--- src/rtl/core/elt_pkg.sv ---
package elt_pkg;

  localparam int MAX_TOKENS = 64;
  localparam int FIFO_DEPTH = 4;
  localparam int FIFO_AW    = $clog2(FIFO_DEPTH);
  localparam int FIFO_CW    = $clog2(FIFO_DEPTH + 1);

  typedef enum logic [3:0] {
    CL_ZERO,
    CL_SPACE,
    CL_OPEN,
    CL_CLOSE,
    CL_QUOTE,
    CL_PLUS,
    CL_MINUS,
    CL_ALPHA,
    CL_BODY,
    CL_OTHER
  } class_t;

  typedef enum logic [2:0] {
    PH_LINE,
    PH_PRE,
    PH_START,
    PH_QUOTE,
    PH_QEND,
    PH_BODY,
    PH_CLOSE,
    PH_AFTOP
  } phase_t;

  typedef enum logic [1:0] {
    KIND_CHAR,
    KIND_TOKEN,
    KIND_LINE,
    KIND_ERROR
  } kind_t;

  typedef struct packed {
    logic [7:0] ch;
    class_t     cls;
  } item_t;

  typedef struct packed {
    kind_t             kind;
    logic [7:0]        char_out;
    logic [7:0]        op_code;
    logic signed [7:0] level;
    logic [6:0]        token_index;
    logic              last;
  } res_t;

endpackage

--- src/rtl/core/elt_if.sv ---
interface elt_char_if;
  logic       valid;
  logic       ready;
  logic [7:0] char_in;

  modport source (output valid, output char_in, input ready);
  modport sink (input valid, input char_in, output ready);
endinterface

interface elt_tok_if;
  logic              valid;
  logic              ready;
  logic [1:0]        kind;
  logic [7:0]        char_out;
  logic [7:0]        op_code;
  logic signed [7:0] level;
  logic [6:0]        token_index;
  logic              last;

  modport source (output valid, output kind, output char_out, output op_code,
                  output level, output token_index, output last, input ready);
  modport sink (input valid, input kind, input char_out, input op_code,
                input level, input token_index, input last, output ready);
endinterface

--- src/rtl/core/expression_line_tokenizer.sv ---
// Expression line tokenizer.
// char_stream: one character per transaction (valid/ready), code 0 ends the line.
// token_stream: result transactions - parameter characters, token ends with
//   operator and bracket level, line ends with the running token index, or
//   an error if the line ends in or just after a quoted parameter. last marks
//   the last result of a character; a character gives zero, one or two results.
// cfg_we/cfg_wdata: writes the start index of the next line's tokens; it
//   clears itself when that line begins. Write only while idle.
// Path: front-end holding register, queue, output register. Throughput: one
//   character per cycle while the receiver is ready; the output register issues
//   one result per cycle, so a character with two results holds the back end
//   until its second result is issued, absorbed by the four-entry queue.
// Reset: scanner at line start, depth, count and start index cleared, queue
//   and output empty.
// Receiver stall: the output holds its result; the queue fills, then
//   char_stream.ready drops. No result is lost or repeated.
module expression_line_tokenizer
  import elt_pkg::*;
(
  input  logic       clk,
  input  logic       rst,
  elt_char_if.sink   char_stream,
  elt_tok_if.source  token_stream,
  input  logic       cfg_we,
  input  logic [5:0] cfg_wdata
);

  logic  push_valid, push_ready;
  item_t push_item;
  logic  pop_valid, pop_ready;
  item_t pop_item;

  elt_front u_front (
    .clk        (clk),
    .rst        (rst),
    .char_stream(char_stream),
    .push_valid (push_valid),
    .push_ready (push_ready),
    .push_item  (push_item)
  );

  elt_fifo u_fifo (
    .clk       (clk),
    .rst       (rst),
    .push_valid(push_valid),
    .push_ready(push_ready),
    .push_item (push_item),
    .pop_valid (pop_valid),
    .pop_ready (pop_ready),
    .pop_item  (pop_item)
  );

  elt_back u_back (
    .clk         (clk),
    .rst         (rst),
    .cfg_we      (cfg_we),
    .cfg_wdata   (cfg_wdata),
    .pop_valid   (pop_valid),
    .pop_ready   (pop_ready),
    .pop_item    (pop_item),
    .token_stream(token_stream)
  );

endmodule

--- src/rtl/core/elt_front.sv ---
module elt_front
  import elt_pkg::*;
(
  input  logic      clk,
  input  logic      rst,
  elt_char_if.sink  char_stream,
  output logic      push_valid,
  input  logic      push_ready,
  output item_t     push_item
);

  function automatic class_t classify(input logic [7:0] c);
    class_t r;
    if (c == 8'd0) r = CL_ZERO;
    else if (c == 8'd32 || (c >= 8'd9 && c <= 8'd13)) r = CL_SPACE;
    else if (c == "(" || c == "[") r = CL_OPEN;
    else if (c == ")" || c == "]") r = CL_CLOSE;
    else if (c == "\"") r = CL_QUOTE;
    else if (c == "+") r = CL_PLUS;
    else if (c == "-") r = CL_MINUS;
    else if ((c >= "a" && c <= "z") || (c >= "A" && c <= "Z")) r = CL_ALPHA;
    else if ((c >= "0" && c <= "9") || c == "." || c == "_") r = CL_BODY;
    else r = CL_OTHER;
    return r;
  endfunction

  logic  held;
  item_t item;
  logic  take;

  assign char_stream.ready = !held || push_ready;
  assign take       = char_stream.valid && char_stream.ready;
  assign push_valid = held;
  assign push_item  = item;

  always_ff @(posedge clk) begin
    if (rst) begin
      held <= 1'b0;
    end else if (take) begin
      held <= 1'b1;
    end else if (push_ready) begin
      held <= 1'b0;
    end
  end

  always_ff @(posedge clk) begin
    if (take) begin
      item.ch  <= char_stream.char_in;
      item.cls <= classify(char_stream.char_in);
    end
  end

endmodule

--- src/rtl/core/elt_fifo.sv ---
module elt_fifo
  import elt_pkg::*;
(
  input  logic  clk,
  input  logic  rst,
  input  logic  push_valid,
  output logic  push_ready,
  input  item_t push_item,
  output logic  pop_valid,
  input  logic  pop_ready,
  output item_t pop_item
);

  item_t              mem [FIFO_DEPTH];
  logic [FIFO_AW-1:0] wr_ptr;
  logic [FIFO_AW-1:0] rd_ptr;
  logic [FIFO_CW-1:0] count;
  logic               do_push;
  logic               do_pop;

  assign push_ready = count != FIFO_CW'(FIFO_DEPTH);
  assign pop_valid  = count != '0;
  assign pop_item   = mem[rd_ptr];
  assign do_push    = push_valid && push_ready;
  assign do_pop     = pop_valid && pop_ready;

  always_ff @(posedge clk) begin
    if (rst) begin
      wr_ptr <= '0;
      rd_ptr <= '0;
      count  <= '0;
    end else begin
      if (do_push) begin
        wr_ptr <= (wr_ptr == FIFO_AW'(FIFO_DEPTH - 1)) ? '0 : wr_ptr + 1'b1;
      end
      if (do_pop) begin
        rd_ptr <= (rd_ptr == FIFO_AW'(FIFO_DEPTH - 1)) ? '0 : rd_ptr + 1'b1;
      end
      if (do_push && !do_pop) begin
        count <= count + 1'b1;
      end else if (do_pop && !do_push) begin
        count <= count - 1'b1;
      end
    end
  end

  always_ff @(posedge clk) begin
    if (do_push) begin
      mem[wr_ptr] <= push_item;
    end
  end

endmodule

--- src/rtl/core/elt_back.sv ---
module elt_back
  import elt_pkg::*;
(
  input  logic       clk,
  input  logic       rst,
  input  logic       cfg_we,
  input  logic [5:0] cfg_wdata,
  input  logic       pop_valid,
  output logic       pop_ready,
  input  item_t      pop_item,
  elt_tok_if.source  token_stream
);

  phase_t            phase, phase_next;
  logic signed [7:0] depth, depth_next;
  logic signed [7:0] dbc, dbc_next;
  logic [6:0]        counter, counter_next;
  logic [5:0]        first_idx, first_idx_next;

  res_t       r0, r1;
  logic [1:0] n;
  logic       go;
  logic [7:0] c;
  class_t     cl;

  res_t out_res, pend_res;
  logic out_valid, pend_valid;
  logic pop;
  logic out_free;

  function automatic logic signed [7:0] up(input logic signed [7:0] d);
    return (d != 8'sd127) ? d + 8'sd1 : d;
  endfunction

  function automatic logic signed [7:0] down(input logic signed [7:0] d);
    return (d != -8'sd128) ? d - 8'sd1 : d;
  endfunction

  function automatic res_t mk(input kind_t k, input logic [7:0] ch, input logic [7:0] op,
                              input logic signed [7:0] lvl, input logic [6:0] idx);
    res_t r;
    r.kind        = k;
    r.char_out    = ch;
    r.op_code     = op;
    r.level       = lvl;
    r.token_index = idx;
    r.last        = 1'b0;
    return r;
  endfunction

  always_comb begin
    phase_next     = phase;
    depth_next     = depth;
    dbc_next       = dbc;
    counter_next   = counter;
    first_idx_next = first_idx;
    r0 = '0;
    r1 = '0;
    n  = 2'd0;
    go = 1'b1;
    c  = pop_item.ch;
    cl = pop_item.cls;

    // line start and after-operator entry
    if (phase_next == PH_LINE) begin
      if (cl == CL_ZERO) begin
        r0 = mk(KIND_LINE, 8'd0, 8'd0, -8'sd1, {1'b0, first_idx_next});
        n  = 2'd1;
        first_idx_next = '0;
        go = 1'b0;
      end else begin
        counter_next   = {1'b0, first_idx_next};
        first_idx_next = '0;
        depth_next     = '0;
        phase_next     = PH_PRE;
      end
    end else if (phase_next == PH_AFTOP) begin
      if (cl == CL_ZERO) begin
        r0 = mk(KIND_LINE, 8'd0, 8'd0, -8'sd1, counter_next);
        n  = 2'd1;
        phase_next = PH_LINE;
        go = 1'b0;
      end else begin
        phase_next = PH_PRE;
      end
    end

    // leading spaces, open brackets, one plus
    if (go && phase_next == PH_PRE) begin
      if (cl == CL_SPACE) begin
        go = 1'b0;
      end else if (cl == CL_OPEN) begin
        depth_next = up(depth_next);
        go = 1'b0;
      end else begin
        phase_next = PH_START;
        if (cl == CL_PLUS) go = 1'b0;
      end
    end

    // parameter body
    if (go) begin
      unique case (phase_next)
        PH_START: begin
          if (cl == CL_QUOTE) begin
            r0 = mk(KIND_CHAR, c, 8'd0, 8'sd0, 7'd0);
            n  = 2'd1;
            phase_next = PH_QUOTE;
            go = 1'b0;
          end else if (cl == CL_MINUS || cl == CL_ALPHA || cl == CL_BODY) begin
            r0 = mk(KIND_CHAR, c, 8'd0, 8'sd0, 7'd0);
            n  = 2'd1;
            phase_next = PH_BODY;
            go = 1'b0;
          end else begin
            dbc_next   = depth_next;
            phase_next = PH_CLOSE;
          end
        end
        PH_QUOTE: begin
          if (cl == CL_ZERO) begin
            r0 = mk(KIND_ERROR, 8'd0, 8'd0, 8'sd0, 7'd0);
            phase_next = PH_LINE;
          end else begin
            r0 = mk(KIND_CHAR, c, 8'd0, 8'sd0, 7'd0);
            if (cl == CL_QUOTE) phase_next = PH_QEND;
          end
          n  = 2'd1;
          go = 1'b0;
        end
        PH_QEND: begin
          if (cl == CL_ZERO) begin
            r0 = mk(KIND_ERROR, 8'd0, 8'd0, 8'sd0, 7'd0);
            n  = 2'd1;
            phase_next = PH_LINE;
            go = 1'b0;
          end else begin
            dbc_next   = depth_next;
            phase_next = PH_CLOSE;
          end
        end
        PH_BODY: begin
          if (cl == CL_ALPHA || cl == CL_BODY) begin
            r0 = mk(KIND_CHAR, c, 8'd0, 8'sd0, 7'd0);
            n  = 2'd1;
            go = 1'b0;
          end else begin
            dbc_next   = depth_next;
            phase_next = PH_CLOSE;
          end
        end
        default: ;
      endcase
    end

    // closing brackets and token end
    if (go && phase_next == PH_CLOSE) begin
      go = 1'b0;
      if (cl == CL_CLOSE) begin
        depth_next = down(depth_next);
      end else if (cl != CL_SPACE) begin
        if (cl == CL_OPEN) depth_next = up(depth_next);
        if (counter_next < 7'(MAX_TOKENS)) counter_next = counter_next + 7'd1;
        if (cl == CL_ALPHA) begin
          r0 = mk(KIND_TOKEN, 8'd0, 8'd0,
                  (dbc_next < depth_next) ? dbc_next : depth_next, counter_next);
          r1 = mk(KIND_CHAR, c, 8'd0, 8'sd0, 7'd0);
          n  = 2'd2;
          phase_next = PH_BODY;
        end else if (cl == CL_ZERO) begin
          r0 = mk(KIND_TOKEN, 8'd0, 8'd0,
                  (dbc_next < depth_next) ? dbc_next : depth_next, counter_next);
          r1 = mk(KIND_LINE, 8'd0, 8'd0, -8'sd1, counter_next);
          n  = 2'd2;
          phase_next = PH_LINE;
        end else begin
          r0 = mk(KIND_TOKEN, 8'd0, c,
                  (dbc_next < depth_next) ? dbc_next : depth_next, counter_next);
          n  = 2'd1;
          phase_next = PH_AFTOP;
        end
      end
    end

    r0.last = (n == 2'd1);
    r1.last = 1'b1;
  end

  assign out_free  = !out_valid || token_stream.ready;
  assign pop_ready = !pend_valid && (n == 2'd0 || out_free);
  assign pop       = pop_valid && pop_ready;

  always_ff @(posedge clk) begin
    if (rst) begin
      phase      <= PH_LINE;
      depth      <= '0;
      dbc        <= '0;
      counter    <= '0;
      first_idx  <= '0;
      out_valid  <= 1'b0;
      pend_valid <= 1'b0;
    end else begin
      if (pop) begin
        phase   <= phase_next;
        depth   <= depth_next;
        dbc     <= dbc_next;
        counter <= counter_next;
      end
      if (cfg_we) begin
        first_idx <= cfg_wdata;
      end else if (pop) begin
        first_idx <= first_idx_next;
      end
      if (pend_valid && out_free) begin
        out_valid  <= 1'b1;
        pend_valid <= 1'b0;
      end else if (pop && n != 2'd0) begin
        out_valid  <= 1'b1;
        pend_valid <= (n == 2'd2);
      end else if (token_stream.ready) begin
        out_valid <= 1'b0;
      end
    end
  end

  always_ff @(posedge clk) begin
    if (pend_valid && out_free) begin
      out_res <= pend_res;
    end else if (pop && n != 2'd0) begin
      out_res  <= r0;
      pend_res <= r1;
    end
  end

  assign token_stream.valid       = out_valid;
  assign token_stream.kind        = out_res.kind;
  assign token_stream.char_out    = out_res.char_out;
  assign token_stream.op_code     = out_res.op_code;
  assign token_stream.level       = out_res.level;
  assign token_stream.token_index = out_res.token_index;
  assign token_stream.last        = out_res.last;

endmodule
--- src/flat_wrapper.sv ---
// flat-port wrapper written by rule: the top's interface ports become plain ports
module expression_line_tokenizer_flat import elt_pkg::*;
  (clk, rst, cfg_we, cfg_wdata, char_stream_valid, char_stream_char_in, char_stream_ready, token_stream_valid, token_stream_kind, token_stream_char_out, token_stream_op_code, token_stream_level, token_stream_token_index, token_stream_last, token_stream_ready);
  elt_char_if char_stream_i ();
  elt_tok_if token_stream_i ();
  input  logic clk;
  input  logic rst;
  input  logic cfg_we;
  input  logic [5:0] cfg_wdata;
  input wire logic [$bits(char_stream_i.valid)-1:0] char_stream_valid;
  input wire logic [$bits(char_stream_i.char_in)-1:0] char_stream_char_in;
  output wire logic [$bits(char_stream_i.ready)-1:0] char_stream_ready;
  output wire logic [$bits(token_stream_i.valid)-1:0] token_stream_valid;
  output wire logic [$bits(token_stream_i.kind)-1:0] token_stream_kind;
  output wire logic [$bits(token_stream_i.char_out)-1:0] token_stream_char_out;
  output wire logic [$bits(token_stream_i.op_code)-1:0] token_stream_op_code;
  output wire logic [$bits(token_stream_i.level)-1:0] token_stream_level;
  output wire logic [$bits(token_stream_i.token_index)-1:0] token_stream_token_index;
  output wire logic [$bits(token_stream_i.last)-1:0] token_stream_last;
  input wire logic [$bits(token_stream_i.ready)-1:0] token_stream_ready;
  assign char_stream_i.valid = char_stream_valid;
  assign char_stream_i.char_in = char_stream_char_in;
  assign char_stream_ready = char_stream_i.ready;
  assign token_stream_valid = token_stream_i.valid;
  assign token_stream_kind = token_stream_i.kind;
  assign token_stream_char_out = token_stream_i.char_out;
  assign token_stream_op_code = token_stream_i.op_code;
  assign token_stream_level = token_stream_i.level;
  assign token_stream_token_index = token_stream_i.token_index;
  assign token_stream_last = token_stream_i.last;
  assign token_stream_i.ready = token_stream_ready;
  expression_line_tokenizer u_core (.clk(clk), .rst(rst), .char_stream(char_stream_i), .token_stream(token_stream_i), .cfg_we(cfg_we), .cfg_wdata(cfg_wdata));
endmodule
--- config.mk ---
export PLATFORM = sky130hd
export DESIGN_NAME = expression_line_tokenizer_flat
export DESIGN_NICKNAME = d
export VERILOG_FILES = /design/src/rtl/core/elt_pkg.sv /design/src/rtl/core/elt_if.sv /design/src/rtl/core/expression_line_tokenizer.sv /design/src/rtl/core/elt_front.sv /design/src/rtl/core/elt_fifo.sv /design/src/rtl/core/elt_back.sv /design/src/flat_wrapper.sv
export SDC_FILE = /design/constraint.sdc
export NUM_CORES = 1
export LEC_CHECK = 0
export BUFFER_PORTS_ARGS = -buffer_cell sky130_fd_sc_hd__buf_2
export CORE_MARGIN = 2
export CORE_UTILIZATION = 57
export CTS_BUF_LIST = sky130_fd_sc_hd__clkbuf_8
export DETAILED_ROUTE_END_ITERATION = 16
export MAX_ROUTING_LAYER = met4
export PLACE_DENSITY = 0.79
export SYNTH_ARGS = -nofsm -noshare
export SYNTH_HDL_FRONTEND = slang
export SYNTH_SLANG_ARGS = --single-unit
--- constraint.sdc ---
create_clock -name clk -period 6.2 [get_ports clk]
set_input_delay 1.24 -clock clk [delete_from_list [all_inputs] [get_ports clk]]
set_output_delay 1.24 -clock clk [all_outputs]
set_load 0.01 [all_outputs]
# Word-level counts from Yosys, hierarchy flattened
# Memory sizes are Yosys's and may differ from the RTL's. A register that Yosys moved wholly into a read port is not among the register bits.
# Cells that the tools add are included.
# word_totals
register_bits,121
ram_bits,48
input_bits,19
output_inout_bits,36
elab_cells,254
mem_count,1
# memory_table
name,words,word_bits,rd,rd_clocked_by_memory_dff,wr,line_no,rtl
u_core.u_fifo.mem,4,12,1,1,1,elt_fifo.sv:14,item_t mem [FIFO_DEPTH];
# classes
addsub,8
magnitude_cmp,10
n_eq_ne,34
n_mux,118
bitwise_logic,4
reduce_logical,52
# op_table
operator,n
$mux W34,16
$mux W8,21
$pmux W34 S4,1
$mux W3,23
$eq A8 B6 Y1 const B,7
$mux W24,2
$mux W7,6
$mux W2,19
$mux W32,1
$eq A8 B7 Y1 const B,3
$ne A8 B8 Y1 const B,3
$pmux W8 S3,1
$mux W1,22
$mux W6,3
$add A8 B2 Y8 const B,2
$eq A4 B3 Y1 const B,4
$ge A8 B7 Y1 const B,2
$le A8 B7 Y1 const B,2
$logic_and A1 B1 Y1,14
$eq A3 B3 Y1 const B,4
$logic_or A1 B1 Y1,12
$pmux W3 S4,1
$reduce_bool A2 Y1,6
$eq A4 B2 Y1 const B,2
other kinds (34),49

# Logic depth before layout (Yosys ltp)
# Gate-level depths: netlist of run 1.
# logic_depth
depth_word,23
ltp_mapped,29
depth_no_buf,25

# Cells and area by module
# A second synthesis of run 1 with hierarchy kept.
# hier_totals
hier_cells,841
area_unflattened_um2,8683.3
# modules_own_cells
mod,n_inst,cells_per_inst,area_each_um2,seq_area_each_um2
elt_back,1,671,5808.1,2182.1
elt_fifo,1,110,2207.1,1621.6
elt_front,1,60,668.1,380.4

# Worst setup path after synthesis of run 1
# No wires, ideal clock.
# synth_timing
path_kind,flip-flop to flip-flop
from,register with a tool-made name
to,"register u_core.u_back.out_res (netlist bit u_core.u_back.token_stream.level[1]), data pin"
setup_ns,0.148
t_arrival_ns,6.531
t_required_ns,6.052
slack_ns,-0.479
stages_incl_launch_ff,30
path_buffers,4
period_less_slack_ns,6.679
path_cell_list,dfxtp_1 -> buf_6 -> mux4_2 -> buf_6 -> nor4_4 -> nor2_2 -> clkbuf_1 -> nor2_1 -> ha_1 -> clkbuf_1 -> nand4_1 -> nor3_1 -> nor3_1 -> o32ai_2 -> ha_1 -> o21ai_0 -> nor4_1 -> o21a_1 -> a31oi_2 -> nand3b_1 -> xnor2_1 -> inv_1 -> ha_1 -> a21o_1 -> a2111oi_0 -> nand2_1 -> a31oi_1 -> a31oi_4 -> mux2_1 -> a21oi_1
# synth_rtl
item,line_no,rtl
"end signal, assigned",elt_back.sv:228,out_res <= pend_res;
"end signal, assigned",elt_back.sv:230,out_res <= r0;
"end, declared",elt_back.sv:26,"res_t out_res, pend_res;"

==> results summary, run 1 <==
The detailed-routing iteration count for the pre-antenna-repair pass is 7. Port buffering added 54 buffers. From left edge to right edge, the die measures 126.3 µm.

The slowest cell on the critical path is sky130_fd_sc_hd__mux4_2. In the final routed layout, each cell accounts on average for 18.24 µm. The die covers 15,950 µm². The combinational group share of total power is 53.0%. The last weighted congestion value of the routability-driven placer came out at 0.9614.

For this run, the leading register cell type out of synthesis is sky130_fd_sc_hd__edfxtp_1. In this run the static leakage power is 3.478 nW. The clock sink count came out at 154. The power density over cell area came out at 540.5 nW/µm². The cell taking the most area after synthesis is sky130_fd_sc_hd__edfxtp_1. The diode insertion count for antenna repair came out at 0. The number of global-route vias before repair came out at 6,393.

The latest clock arrival within the worst-skew pair is 0.48 ns. After global routing the overflow that remains totals 0. The worst setup path is captured at a flip-flop. The number of remaining DRC errors is 0.

The number of buffers created by CTS is 17. The critical path's top delay family is compound AO/OA/AOI/OAI gates. The detailed router finished its first iteration with 704 violations. The distinct cell type count of the synthesized netlist is 84. The net switching fraction of the power came out at 45.05%. The sequential fraction of the synthesis area came out at 49.10%.

The first global-routing pass estimated 32.09 mm of wire. The floorplan step defined a core boundary enclosing 14,590 µm². The maximum clock rate came out at 167.9 MHz. The internal portion of the total power is 2.844 mW. The clock network fraction of total power is 15.0%.

The clock-pin slew on the worst setup and hold paths is 0.10 ns. The number of nets with antenna violations after detailed routing came out at 0. The relative contribution of sequential cells to total power came out at 32.0%.

Dividing the final minimum period by the clock period gives 96.05%. The flow ran to the end, and the final reports show no timing, DRC or antenna violations. The element type at the critical path start is a flip-flop. The area of the mapped netlist is 8522 µm². The routed design has 19.89 mm of wire.

Synthesis inferred 154 register bits. Of all nets on the critical path, the largest fanout is 9. The maximum clock skew at final layout came out at 0.01076 ns.

The net count reported at finish came out at 931. The worst hold path belongs to the class flip-flop to flip-flop. In this run the critical register-to-register path is captured at u_core.u_back.token_stream.level[2]$_DFFE_PP_. The final HPWL from detailed placement came out at 13.60 mm.

The path type of the worst setup path is flip-flop to flip-flop. The launch point of the worst hold path is u_core.u_back.dbc[4]$_SDFFE_PP0P_. The slack of the worst reg-to-reg path came out at 0.24 ns.

Global routing consumed, over all layers together, 25.95% of the routing resources. The initialized floorplan defines 44 standard-cell rows. The area growth from synthesis to layout is 12.38%. The relative max-transition margin came out at 34.97%.

The number of filler cells placed in the layout came out at 1,127. The max-slew violation count was 0. The maximum clock insertion buffer count came out at 2.

The async set-or-reset flop fraction in the synthesized netlist came out at 0%. The peak per-stage delay on the critical path came out at 0.55 ns. The number of warnings printed during yosys synthesis came out at 0. The switching power of the nets is 2.332 mW.

The transition time at the pin with the least slew margin came out at 0.9755 ns. The post-route netlist has 18.87% of its cells at a drive strength greater than 1. The clock period minus final worst setup slack came out at 5.955 ns.

For hold timing, the worst endpoint is u_core.u_back.dbc[4]$_SDFFE_PP0P_. Counting both buffers and inverters, the worst setup path holds a total of 1. The total nets after synthesis is 881. TritonCTS built the clock tree. The final instance count without filler cells came out at 1,090.

At the worst endpoint, the required time is 6.40 ns. By area the synthesized netlist is led by sky130_fd_sc_hd__edfxtp_1 (39%), sky130_fd_sc_hd__dfxtp_1 (10%), sky130_fd_sc_hd__nor2_1 (4.2%), sky130_fd_sc_hd__a21oi_1 (3.8%), sky130_fd_sc_hd__nand2_1 (3.5%). The number of failing setup endpoints in the final timing report came out at 0. The cell depth of the worst min-delay path is 2. The number of cells on the worst reg-to-reg path is 25. The number of vias in the routed layout is 6,819. The largest voltage drop on the vdd net came out at 264.8 µV. The mean instance size in the synthesized netlist is 10.11 µm². Data on the critical path arrives at its endpoint at 6.16 ns. Entering global routing, the biggest net connects 43 pins. The initial antenna violation count is 0. Summed over its instances, the top area cell type makes up 38.76% of the synthesized netlist area. The tree is rooted in a sky130_fd_sc_hd__clkbuf_8.

The starting density of the core is 58.41%. The number of cells after detailed placement is 1,053. The number of hold violations in the final report came out at 0. The die is 126.3 µm tall.

The count of boundary I/O pins came out at 55. Synthesis handed over a netlist of 843 instances. The number of max-capacitance violations reported is 0. The routed via count divided by cell count is 6.256. The number of H-tree levels came out at 4. The number of enable flip-flop cells after synthesis is 110. In the final timing run, aggregate negative setup slack is 0 ns.
## flip-flops by register name, summed over array words and instances, names as in the netlist, named ones only
signal,count
u_core.u_back.counter,7
u_core.u_back.dbc,8
u_core.u_back.depth,8
u_core.u_back.first_idx,6
u_core.u_back.pend_res,16
u_core.u_back.pend_valid,1
u_core.u_back.phase,3
u_core.u_back.token_stream.char_out,8
u_core.u_back.token_stream.kind,2
u_core.u_back.token_stream.last,1
u_core.u_back.token_stream.level,8
u_core.u_back.token_stream.op_code,8
u_core.u_back.token_stream.token_index,7
u_core.u_back.token_stream.valid,1
u_core.u_fifo.count,3
u_core.u_fifo.mem,48
u_core.u_fifo.rd_ptr,2
u_core.u_fifo.wr_ptr,2
u_core.u_front.push_item,12
u_core.u_front.push_valid,1
## metrics by stage
step	area [µm²]	total power, mW	hold WS, ns	setup slack [ns]	util, %
floorplan	8637	3.598	0.4338	-0.01704	-
global placement	9080	4.247	0.4393	0.3089	62.24
detailed placement	9080	4.291	0.4506	0.1531	62.24
CTS	9509	5.078	0.4646	0.1168	65.18
global route	9577	5.499	0.4985	-0.09943	65.64
finish	9577	5.176	0.4664	0.2448	65.64
## synthesized netlist by cell type, types with 11 or more instances
master                     number
sky130_fd_sc_hd__edfxtp_1     110
sky130_fd_sc_hd__nor2_1        95
sky130_fd_sc_hd__nand2_1       80
sky130_fd_sc_hd__a21oi_1       64
sky130_fd_sc_hd__dfxtp_1       44
sky130_fd_sc_hd__clkbuf_1      42
sky130_fd_sc_hd__o21ai_0       34
sky130_fd_sc_hd__inv_1         27
sky130_fd_sc_hd__nor3_1        27
sky130_fd_sc_hd__and2_1        22
sky130_fd_sc_hd__mux2i_1       20
sky130_fd_sc_hd__nand3_1       19
sky130_fd_sc_hd__ha_1          18
sky130_fd_sc_hd__a211oi_1      14
sky130_fd_sc_hd__xnor2_1       13
sky130_fd_sc_hd__mux4_2        12
sky130_fd_sc_hd__a22oi_1       11
sky130_fd_sc_hd__or3_1         11
## tightest hold or removal path: cells and delay by family (launching register included)
kind             cells  cell delay (ns)
flip-flops           1             0.33
AND/OR/NAND/NOR      1             0.05
AO/OA/AOI/OAI        1             0.05
## what timing repair did
action	4_1_cts	5_1_grt
setup endpoints to repair	0	8
gates resized for setup	0	3
hold buffers	0	0
setup buffers	0	4
## kinds of logic (layout without fill, tap and decap cells)
| group | after synthesis | in the layout | share of synthesized area [%] |
|---|---|---|---|
| AND/OR/NAND/NOR | 306 | 306 | 17.19 |
| AO/OA/AOI/OAI | 220 | 221 | 18.02 |
| flip-flops | 154 | 154 | 49.10 |
| buffers and inverters | 83 | 145 | 4.038 |
| multiplexers | 41 | 41 | 6.710 |
| adder cells (fa/ha/maj) | 20 | 20 | 2.995 |
| XOR/XNOR | 19 | 19 | 1.953 |
## metal layers
layer	GRT usage, %	wire length (µm)	up-vias
li1	-	-	3244
met1	33.02	8468	3243
met2	41.78	9729	289
met3	5.735	1340	43
met4	8.080	347	0
met5	-	0	-
## area by class of cell
cell class	count	area (µm²)	share of cell area (%)
Clock inverter	15	195.2	2.038
Clock buffer	17	234.0	2.443
Inverter	29	108.9	1.137
Sequential cell	154	4188	43.73
Multi-Input combinational cell	607	4125	43.08
Tap cell	184	230.2	2.404
Timing Repair Buffer	84	495.5	5.174
## power groups by stage
stage               Combinational [mW]  Clock, mW  Sequential (mW)
floorplan                         1.90          0             1.69
global placement                  2.58          0             1.67
detailed placement                2.61          0             1.68
CTS                               2.62      0.794             1.66
global route                      2.99      0.829             1.68
finish                            2.74      0.778             1.65
## how the worst max path moves through the flow
stage          startpoint                                       endpoint  slack, ns  cells after the start
2_1_floorplan   flip-flop  u_core.u_back.token_stream.level[1]$_DFFE_PP_      -0.02                     29
4_1_cts         flip-flop  u_core.u_back.token_stream.level[1]$_DFFE_PP_       0.12                     25
3_5_place_dp    flip-flop  u_core.u_back.token_stream.level[1]$_DFFE_PP_       0.15                     25
3_3_place_gp    flip-flop  u_core.u_back.token_stream.level[7]$_DFFE_PP_       0.31                     25
5_1_grt         flip-flop  u_core.u_back.token_stream.level[1]$_DFFE_PP_       -0.1                     25
6_report        flip-flop  u_core.u_back.token_stream.level[2]$_DFFE_PP_       0.24                     25
## layout by cell type (no fill, tap or decap), types with 6 or more instances in the layout
| cell | count |
|---|---|
| sky130_fd_sc_hd__edfxtp_1 | 110 |
| sky130_fd_sc_hd__nor2_1 | 93 |
| sky130_fd_sc_hd__nand2_1 | 80 |
| sky130_fd_sc_hd__a21oi_1 | 62 |
| sky130_fd_sc_hd__buf_2 | 54 |
| sky130_fd_sc_hd__dfxtp_1 | 43 |
| sky130_fd_sc_hd__o21ai_0 | 33 |
| sky130_fd_sc_hd__buf_4 | 30 |
| sky130_fd_sc_hd__inv_1 | 27 |
| sky130_fd_sc_hd__nor3_1 | 25 |
| sky130_fd_sc_hd__and2_1 | 22 |
| sky130_fd_sc_hd__mux2i_1 | 20 |
| sky130_fd_sc_hd__nand3_1 | 19 |
| sky130_fd_sc_hd__clkbuf_8 | 17 |
| sky130_fd_sc_hd__ha_1 | 16 |
| sky130_fd_sc_hd__a211oi_1 | 14 |
| sky130_fd_sc_hd__mux4_2 | 12 |
| sky130_fd_sc_hd__xnor2_1 | 12 |
| sky130_fd_sc_hd__or3_1 | 11 |
| sky130_fd_sc_hd__a22oi_1 | 11 |
| sky130_fd_sc_hd__a22o_1 | 10 |
| sky130_fd_sc_hd__nor2b_1 | 9 |
| sky130_fd_sc_hd__nand2b_1 | 8 |
| sky130_fd_sc_hd__a31oi_1 | 7 |
| sky130_fd_sc_hd__mux2_2 | 7 |
| sky130_fd_sc_hd__a221oi_1 | 7 |
| sky130_fd_sc_hd__o22ai_1 | 6 |
| sky130_fd_sc_hd__nand4_1 | 6 |
| sky130_fd_sc_hd__a21o_1 | 6 |
| sky130_fd_sc_hd__xor2_1 | 6 |
| sky130_fd_sc_hd__clkinv_8 | 6 |
(Power assumes the default switching activity.)
==> run 2, diff against run 1 <==
Settings changed: CELL_PAD_IN_SITES_DETAIL_PLACEMENT from default to 1, CELL_PAD_IN_SITES_GLOBAL_PLACEMENT from default to 1, CORE_UTILIZATION 57 to 45, PLACE_DENSITY 0.79 to default, PLACE_DENSITY_LB_ADDON from default to 0.1.
==> run 2 against run 1 <==
- die area grew 26%
- clock-buffer cell count unchanged
- critical endpoint is now u_core.u_back.token_stream.level[4]$_DFFE_PP_
- global-route usage increased by 0.56 points
- critical path depth is 1 higher
- design area rose by 0.63%
- critical path type unchanged
- fmax rose by 1.6%
- sequential cell count did not move
==> results summary, run 2 (synthesized netlist as in run 1, its figures left out) <==
The transition time at the pin with the least slew margin came to 0.9851 ns (+0.009621 ns). The number of cells after detailed placement is 1,109 (+5.3%). The proportion of layout cells with a drive suffix above 1 came out at 18.99% (+0.12 points). The last weighted congestion value of the routability-driven placer came to 0.9144 (-4.9%). The worst-path maximum fanout is 8 (-1). The post-place setup slack came out at 0.2397 ns (+0.08657 ns).

The global-route total usage across every layer is 26.51% (+0.56 points). The maximum clock skew at final layout came out at 0.01781 ns (+0.007046 ns). The clock period minus final worst setup slack came out at 5.861 ns (-0.09439 ns).

The global-route wire length before repair came out at 39.97 mm (+25%). The x dimension of the die is 141.6 µm (+12%). The met1 usage in global routing is 36.54% (+3.5 points). The worst setup path is of the flip-flop to flip-flop kind. The routed via count divided by cell count is 6.069 (-3.0%).

The total core area came out at 18,640 µm² (+28%). The register name with the most flops is u_core.u_fifo.mem. The area of all sequential standard cells is 4188 µm² (unchanged).

The arrival time at the worst endpoint is 6.03 ns (-0.13 ns). The number of rows created at floorplan came out at 50 (+14%). The overall die height is 141.6 µm (+12%).

The tree is rooted in a sky130_fd_sc_hd__clkbuf_8. The number of nets with antenna violations after detailed routing came out at 0 (unchanged). The detailed-routing iteration count for the pre-antenna-repair pass is 7 (unchanged).

The relative max-transition margin came out at 34.33% (-0.64 points). The starting density of the core is 45.71% (-13 points). The pin count of the biggest net entering global routing was 43 (unchanged). The max-slew violation count is 0 (unchanged). Setup repair after global routing left no endpoint under its margin. The worst slack on hold paths is 0.4754 ns (+0.008968 ns).

The clock-pin slew on the worst setup and hold paths came out at 0.09 ns (about the same). Leaving out fill and tap cells, the most frequent cell in the layout is sky130_fd_sc_hd__edfxtp_1. met2 is the most crowded layer. The peak per-stage delay on the critical path is 0.56 ns (about the same). The final worst slack was 0.3392 ns (+0.09439 ns). The number of remaining DRC errors came out at 0 (unchanged).

The number of max-capacitance violations reported is 0 (unchanged). The number of H-tree levels is 4 (unchanged). The number of global-route vias before repair is 7,093 (+11%).

The maximum clock insertion buffer count was 2 (unchanged). The diode insertion count for antenna repair was 0 (unchanged). The maximum clock rate came out at 170.6 MHz (+1.6%). The power density over cell area came to 551.9 nW/µm² (+2.1%). The number of flip-flops in the largest register is 48 (unchanged). The critical path buffer and inverter count came to 2 (+1). Compared with the post-synthesis result, the final layout area differs by 13.08%. In the layout the commonest cells are sky130_fd_sc_hd__edfxtp_1 (110), sky130_fd_sc_hd__nor2_1 (93), sky130_fd_sc_hd__nand2_1 (80).

The final instance count without filler cells came out at 1,145 (+5.0%). The post-route clock period utilization is 94.53% (-1.5 points). The area of the die is 20,050 µm² (+26%). The cts-stage hold buffer count is 0 (unchanged). The CTS tree is yes. The worst setup path is launched from a flip-flop. The met2 routing resource usage after global routing was 41.39% (-0.39 points). The number of vias in the routed layout came out at 6,949 (+1.9%). The initial DRC count is 508 (-28%). The count of boundary I/O pins is 55 (unchanged). The latest clock arrival within the worst-skew pair came out at 0.47 ns (about the same). The initial antenna violation count is 0 (unchanged). The total overflow reported by the global router is 0 (unchanged). The number of buffers created by CTS came out at 17 (unchanged). The critical path capture point type is a flip-flop.

The required time reported for the critical path endpoint came out at 6.37 ns (-0.03 ns). The run finished with clean final reports. The met3 routing resource usage after global routing is 4.455% (-1.3 points). The number of hold violations in the final report came to 0 (unchanged). In this run the worst hold path is classified as flip-flop to flip-flop. The most numerous cell on the critical path is sky130_fd_sc_hd__a31oi_4. The number of filler cells placed in the layout is 2,098 (+86%). The final total negative setup slack came out at 0 ns (unchanged). The slowest stage of the critical path is the sky130_fd_sc_hd__mux4_2 cell. In this run the most critical hold path is launched from u_core.u_back.dbc[4]$_SDFFE_PP0P_. Broken down by cell family, the worst path's largest delay share belongs to compound AO/OA/AOI/OAI gates.

The largest voltage drop on the vdd net was 263.7 µV (-0.42%). The total power consumption of the routed design came out at 5.318 mW (+2.8%). The number of failing setup endpoints in the final timing report came to 0 (unchanged). The final HPWL from detailed placement is 17.86 mm (+31%). The area of the multi-input gates is 4129 µm² (about the same). The number of buffers inserted by port buffering is 54 (unchanged). The final routed wire length divided by cell count is 21.80 µm (+19%). The net count reported at finish came out at 936 (+0.54%).

The clock sink count came to 154 (unchanged). The final routed wirelength across all metal layers is 24.96 mm (+26%). The leakage power of the design is 3.518 nW (+1.2%).
-- run 2: cell count changes in the layout (fill, tap and decap cells not counted), moves of 2 or more --
cell / change
sky130_fd_sc_hd__bufinv_16: +2
sky130_fd_sc_hd__inv_8: -4
sky130_fd_sc_hd__inv_6: +2
sky130_fd_sc_hd__buf_4: +5
sky130_fd_sc_hd__clkinv_8: -6
sky130_fd_sc_hd__clkinv_4: +2
sky130_fd_sc_hd__inv_1: +3
-- run 2: worst min-delay path, cell delays in order, from the launching register on --
cell and delay, ns:
sky130_fd_sc_hd__dfxtp_1 0.33, sky130_fd_sc_hd__nand2_1 0.06, sky130_fd_sc_hd__a21oi_1 0.05
-- run 2: per-layer routing --
layer / vias to the layer above / wire [µm]
met5: - / 0
met4: 0 / 266
met3: 27 / 1127
met2: 194 / 11810
met1: 3477 / 11750
li1: 3251 / -
-- run 2: power by group --
group / internal [mW] / leakage (nW) / switching [mW] / total (mW)
logic: 1.01 / 1.91 / 1.87 / 2.88
registers: 1.51 / 1.40 / 0.148 / 1.66
clock network: 0.359 / 0.204 / 0.416 / 0.775
total: 2.88 / 3.52 / 2.44 / 5.32
-- run 2: repair_timing --
item | CTS | global route
setup endpoints to repair | 0 | 8
setup buffers | 0 | 3
resized for setup | 0 | 4
-- run 2: layout make-up --
cell class | instances | area share [%]
multi-input cells | 607 | 42.85
repair buffers | 89 | 5.531
clock inverters | 15 | 1.571
inverters | 29 | 1.130
well taps | 234 | 3.038
clock buffers | 17 | 2.428
flip-flops and latches | 154 | 43.46
-- run 2: worst paths after layout --
| check | cells past startpoint | slack [ns] | endpoint |
|---|---|---|---|
| setup / recovery | 26 | 0.34 | u_core.u_back.token_stream.level[4]$_DFFE_PP_ |
| hold / removal | 2 | 0.48 | u_core.u_back.dbc[4]$_SDFFE_PP0P_ |
| setup reg to reg | 26 | 0.34 | u_core.u_back.token_stream.level[4]$_DFFE_PP_ |
| hold reg to reg | 2 | 0.48 | u_core.u_back.dbc[4]$_SDFFE_PP0P_ |
-- run 2: stage by stage --
step / cell area, µm² / utilization, %
after floorplan: 8637 / -
after global routing: 9637 / 51.69
after global placement: 9188 / 49.28
after detailed placement: 9188 / 49.28
final: 9637 / 51.69
after CTS: 9573 / 51.35
